`src/rtl/csbe_pkg.sv`:
```
// Shared types and command codes for the cubic spline basis evaluator.
`default_nettype none
package csbe_pkg;

    typedef enum logic [2:0] {
        CMD_WR_MESH   = 3'd0,
        CMD_WR_COEF   = 3'd1,
        CMD_WR_SAMPLE = 3'd2,
        CMD_BASIS     = 3'd3,
        CMD_INTERP    = 3'd4
    } cmd_e;

    typedef struct packed {
        logic [2:0]         command;
        logic [4:0]         node_index;
        logic [4:0]         interval_index;
        logic signed [31:0] value;
        logic signed [31:0] coef_linear;
        logic signed [31:0] coef_quadratic;
        logic signed [31:0] coef_cubic;
    } in_item_t;

    typedef struct packed {
        logic signed [31:0] result_value;
        logic [4:0]         basis_number;
        logic               in_range;
        logic               last;
    } out_item_t;

    localparam int RESULT_LIMIT = 32;

endpackage
`default_nettype wire

```
`src/rtl/csbe_front.sv`:
```
// Input stage: accepts beats and holds them in a two-entry queue for the back end.
`default_nettype none
module csbe_front
    import csbe_pkg::*;
(
    input  wire logic     clk,
    input  wire logic     rst_n,
    input  wire in_item_t in_data,
    input  wire logic     in_valid,
    output logic          in_ready,
    output in_item_t      q_data,
    output logic          q_valid,
    input  wire logic     q_pop
);
    in_item_t   mem_reg [2];
    logic [1:0] cnt_reg;
    logic       wp_reg, rp_reg;
    logic       push;

    assign in_ready = (cnt_reg != 2'd2);
    assign push     = in_valid && in_ready && (in_data.command <= CMD_INTERP);
    assign q_valid  = (cnt_reg != 2'd0);
    assign q_data   = mem_reg[rp_reg];

    always_ff @(posedge clk)
    begin
        if (push)
        begin
            mem_reg[wp_reg] <= in_data;
        end
    end

    always_ff @(posedge clk or negedge rst_n)
    begin
        if (!rst_n)
        begin
            cnt_reg <= '0;
            wp_reg  <= 1'b0;
            rp_reg  <= 1'b0;
        end
        else
        begin
            if (push)
            begin
                wp_reg <= ~wp_reg;
            end
            if (q_pop && q_valid)
            begin
                rp_reg <= ~rp_reg;
            end
            cnt_reg <= cnt_reg + {1'b0, push} - {1'b0, q_pop && q_valid};
        end
    end
endmodule
`default_nettype wire

```
`config.mk`:
```
export PLATFORM = sky130hd
export DESIGN_NAME = csbe_front
export DESIGN_NICKNAME = d
export VERILOG_FILES = /design/src/rtl/csbe_pkg.sv /design/src/rtl/csbe_front.sv
export SDC_FILE = /design/constraint.sdc
export NUM_CORES = 1
export LEC_CHECK = 0
export ABC_AREA = 1
export BUFFER_PORTS_ARGS = -buffer_cell sky130_fd_sc_hd__buf_2
export CAP_MARGIN = 25
export CORE_ASPECT_RATIO = 1.4
export CORE_MARGIN = 2
export CORE_UTILIZATION = 47
export DETAILED_ROUTE_END_ITERATION = 8
export PLACE_DENSITY = 0.73
export SETUP_SLACK_MARGIN = 0.02
export SLEW_MARGIN = 5
export SYNTH_ARGS = -nofsm -noshare
export SYNTH_HDL_FRONTEND = slang
export SYNTH_SLANG_ARGS = --single-unit
export TNS_END_PERCENT = 1
```
`constraint.sdc`:
```
create_clock -name clk -period 16.8 [get_ports clk]
set_input_delay 1.68 -clock clk [delete_from_list [all_inputs] [get_ports clk]]
set_output_delay 1.68 -clock clk [all_outputs]
set_load 0.01 [all_outputs]
```
==> flow_summary.ini <==
[die]
die_h_um = 181
fp.coreArea_mm2 = 0.0219
die_width_um = 131
dieArea_mm2 = 0.0236
initial_core_util = 0.480
ios = 288
rows = 64

[final_layout]
finalInstanceArea_mm2 = 0.0130
area_delta_synth_final_pct = 23.0
drive_above_1_share = 0.310
nFillCells = 1747
post-route-util = 0.590
multi_input_area_mm2 = 0.00169
nets = 1203
seq_area_mm2 = 0.00857
largest_reg_flops = 282

[setup_path]
endpoint_kind = primary output
r2r_cells = 4
critPathCapture = q_data[7]
crit_path_max_fanout = 74
reg2reg_slack_ns = 14.13
cp_data_arrival_time_ns = 3.21
timing.rr.start = cnt_reg[1]$_DFF_PN0_
critPathKind = flip-flop to primary output
startpoint = rp_reg$_DFFE_PN0P_
timing.critical_path.required_ns = 15.12
start_kind = flip-flop
timing.rr.end = mem_reg[0][136]$_DFFE_PP_

[clock_tree]
clk_latency_ns = 0.52
path_clk_slew_ns = 0.06
numClockSinks = 286
post_cts_buffers = 0
cts_tree = yes
post_cts_resized = 0
postCtsHoldBufs = 0
clockBufferDepth = 3
htreeDepth = 1
cts_root_buffer = clkbuf_16
cts_buffers = 26

[synthesis]
synthCells = 767
syn_area_per_cell_um2 = 13.7
synth_area_leader_cell = edfxtp_1
netlist_area_mm2 = 0.0105
synth_warnings = 0
ys_ff_latch = 286
netlist.area_leader.share = 0.804
seq_area_frac_synth = 0.814
synth_cell_types = 15
syn-num-nets = 914
netlist_top_cells_area = edfxtp_1 (80%), nand2_1 (15%), buf_6 (0.96%), dfrtp_1 (0.95%), buf_4 (0.78%)

[timing]
worst_pin_slew_ns = 0.971
skew_ns = 0.00749
finalHoldViolCount = 0
max_freq_ghz = 0.205
layout_min_cycle_time_ns = 4.89
rsz0062_at_grt = false
fin_ws_ns = 11.91
maxSlewViolCount = 0
slew_headroom = 0.353
fin_crit_sh = 0.291
setup_tns_ns = 0
setup_viol = 0

[drt]
dr.pass1.iters = 5
post_drt_via_cell_ratio = 4.74
vias = 6523
avgRoutedWirePerCell_um = 15.9
first_iter_violations = 341
drt_wl_total_um = 21900
drtAntennaViolNets = 0
drc = 0

[run_status]
status = finished, final reports clean

[global_route]
grt_antenna_before_repair = 8
grt_pass1_vias = 6570
grtUsageTotal = 0.181
grt_pass1_wl_um = 33000
grt_overflow = 0
grt_max_degree = 75

[placed_design]
placed_area_mm2 = 0.0122
dp_hpwl_um = 14100
port_buffers = 287
place.gp.congestion = 0.793
dp_slack_ns = 12.42

[power_and_ir_drop]
power_w = 0.00213
p_sw_frac = 0.332
p_leak_nw = 5.55
combPwrFrac = 0.293
p_per_area_mw_per_mm2 = 165
clkPwrFrac = 0.255
switchingPower_w = 0.000708
irDropWorstVdd_v = 0.000136
seq_power_share = 0.452
p_int_w = 0.00142

[hold_path]
min_path_type = flip-flop to flip-flop

[run]
cap_violations = 0
[worst max-delay path, stage by stage (launching register included)]
cell and delay [ns]:
dfrtp_4 0.76, inv_4 0.70, buf_4 0.69, nand2_1 0.13
nand2_1 0.11, buf_2 0.14
[Yosys cell counts]
cell,number
a21oi_1,1
buf_2,11
buf_4,11
buf_6,9
dfrtp_1,4
edfxtp_1,282
ha_1,2
inv_1,9
inv_4,1
nand2_1,432
nand3_1,1
nor2_1,1
o21ai_0,1
xnor2_1,1
xor2_1,1
[kinds of logic after synthesis]
group	count (synthesis)	synth area share
AND/OR/NAND/NOR	434	0.155
flip-flops	286	0.814
buffers and inverters	41	0.0265
AO/OA/AOI/OAI	2	0.000950
XOR/XNOR	2	0.00166
adder cells (fa/ha/maj)	2	0.00238
[power by group through the flow]
stage,combinational (W),clock (W),sequential [W]
after detailed placement,0.000635,0,0.000980
after floorplan,0.000413,0,0.000963
after global placement,0.000626,0,0.000976
after CTS,0.000637,0.000557,0.000965
after global routing,0.000701,0.000584,0.000976
final,0.000625,0.000543,0.000964
[cell type report]
class / count / share of cell area
Multi-Input combinational cell: 440 / 0.131
Clock inverter: 14 / 0.00734
Clock buffer: 30 / 0.0530
Timing Repair Buffer: 292 / 0.114
Sequential cell: 286 / 0.662
Antenna cell: 7 / 0.00135
Inverter: 10 / 0.00348
Tap cell: 297 / 0.0287
[through the flow]
| step | std cells | hold WS, ns |
|---|---|---|
| after floorplan | 767 | 0.442 |
| after global placement | 1325 | 0.454 |
| after detailed placement | 1325 | 0.460 |
| after CTS | 1369 | 0.475 |
| after global routing | 1375 | 0.498 |
| final | 1376 | 0.476 |
[cell usage in the layout (no fill, tap or decap)]
| cell type | count |
|---|---|
| edfxtp_1 | 282 |
| ha_1 | 2 |
| clkinvlp_4 | 1 |
| dfrtp_4 | 1 |
| xnor2_1 | 1 |
| clkinv_1 | 5 |
| dfrtp_1 | 3 |
| inv_4 | 1 |
| a21oi_1 | 1 |
| clkbuf_16 | 27 |
| nand3_1 | 1 |
| inv_1 | 8 |
| bufinv_16 | 1 |
| o21ai_0 | 1 |
| inv_6 | 2 |
| nor2_4 | 1 |
| xor2_1 | 1 |
| clkbuf_1 | 3 |
| nand2_1 | 432 |
| clkinv_2 | 6 |
| buf_4 | 5 |
| diode_2 | 7 |
| buf_2 | 287 |
[routing by layer]
metal  routed length (um)  vias up  GRT usage
li1                     -     3170          -
met2                11200      256      0.308
met1                 7950     3024      0.207
met3                 1540       71     0.0435
met5                   11        -          0
met4                 1230        2      0.103
[how the worst min path moves through the flow]
stage                  startpoint                 end  slack (ns)  cells past startpoint
2_1_floorplan  wp_reg$_DFFE_PN0P_  wp_reg$_DFFE_PN0P_        0.44                      2
6_report       wp_reg$_DFFE_PN0P_  wp_reg$_DFFE_PN0P_        0.48                      2
3_3_place_gp   wp_reg$_DFFE_PN0P_  wp_reg$_DFFE_PN0P_        0.45                      2
4_1_cts        wp_reg$_DFFE_PN0P_  wp_reg$_DFFE_PN0P_        0.48                      2
3_5_place_dp   wp_reg$_DFFE_PN0P_  wp_reg$_DFFE_PN0P_        0.46                      2
5_1_grt        wp_reg$_DFFE_PN0P_  wp_reg$_DFFE_PN0P_        0.50                      2
No activity file was read; power rests on OpenSTA's default activity.
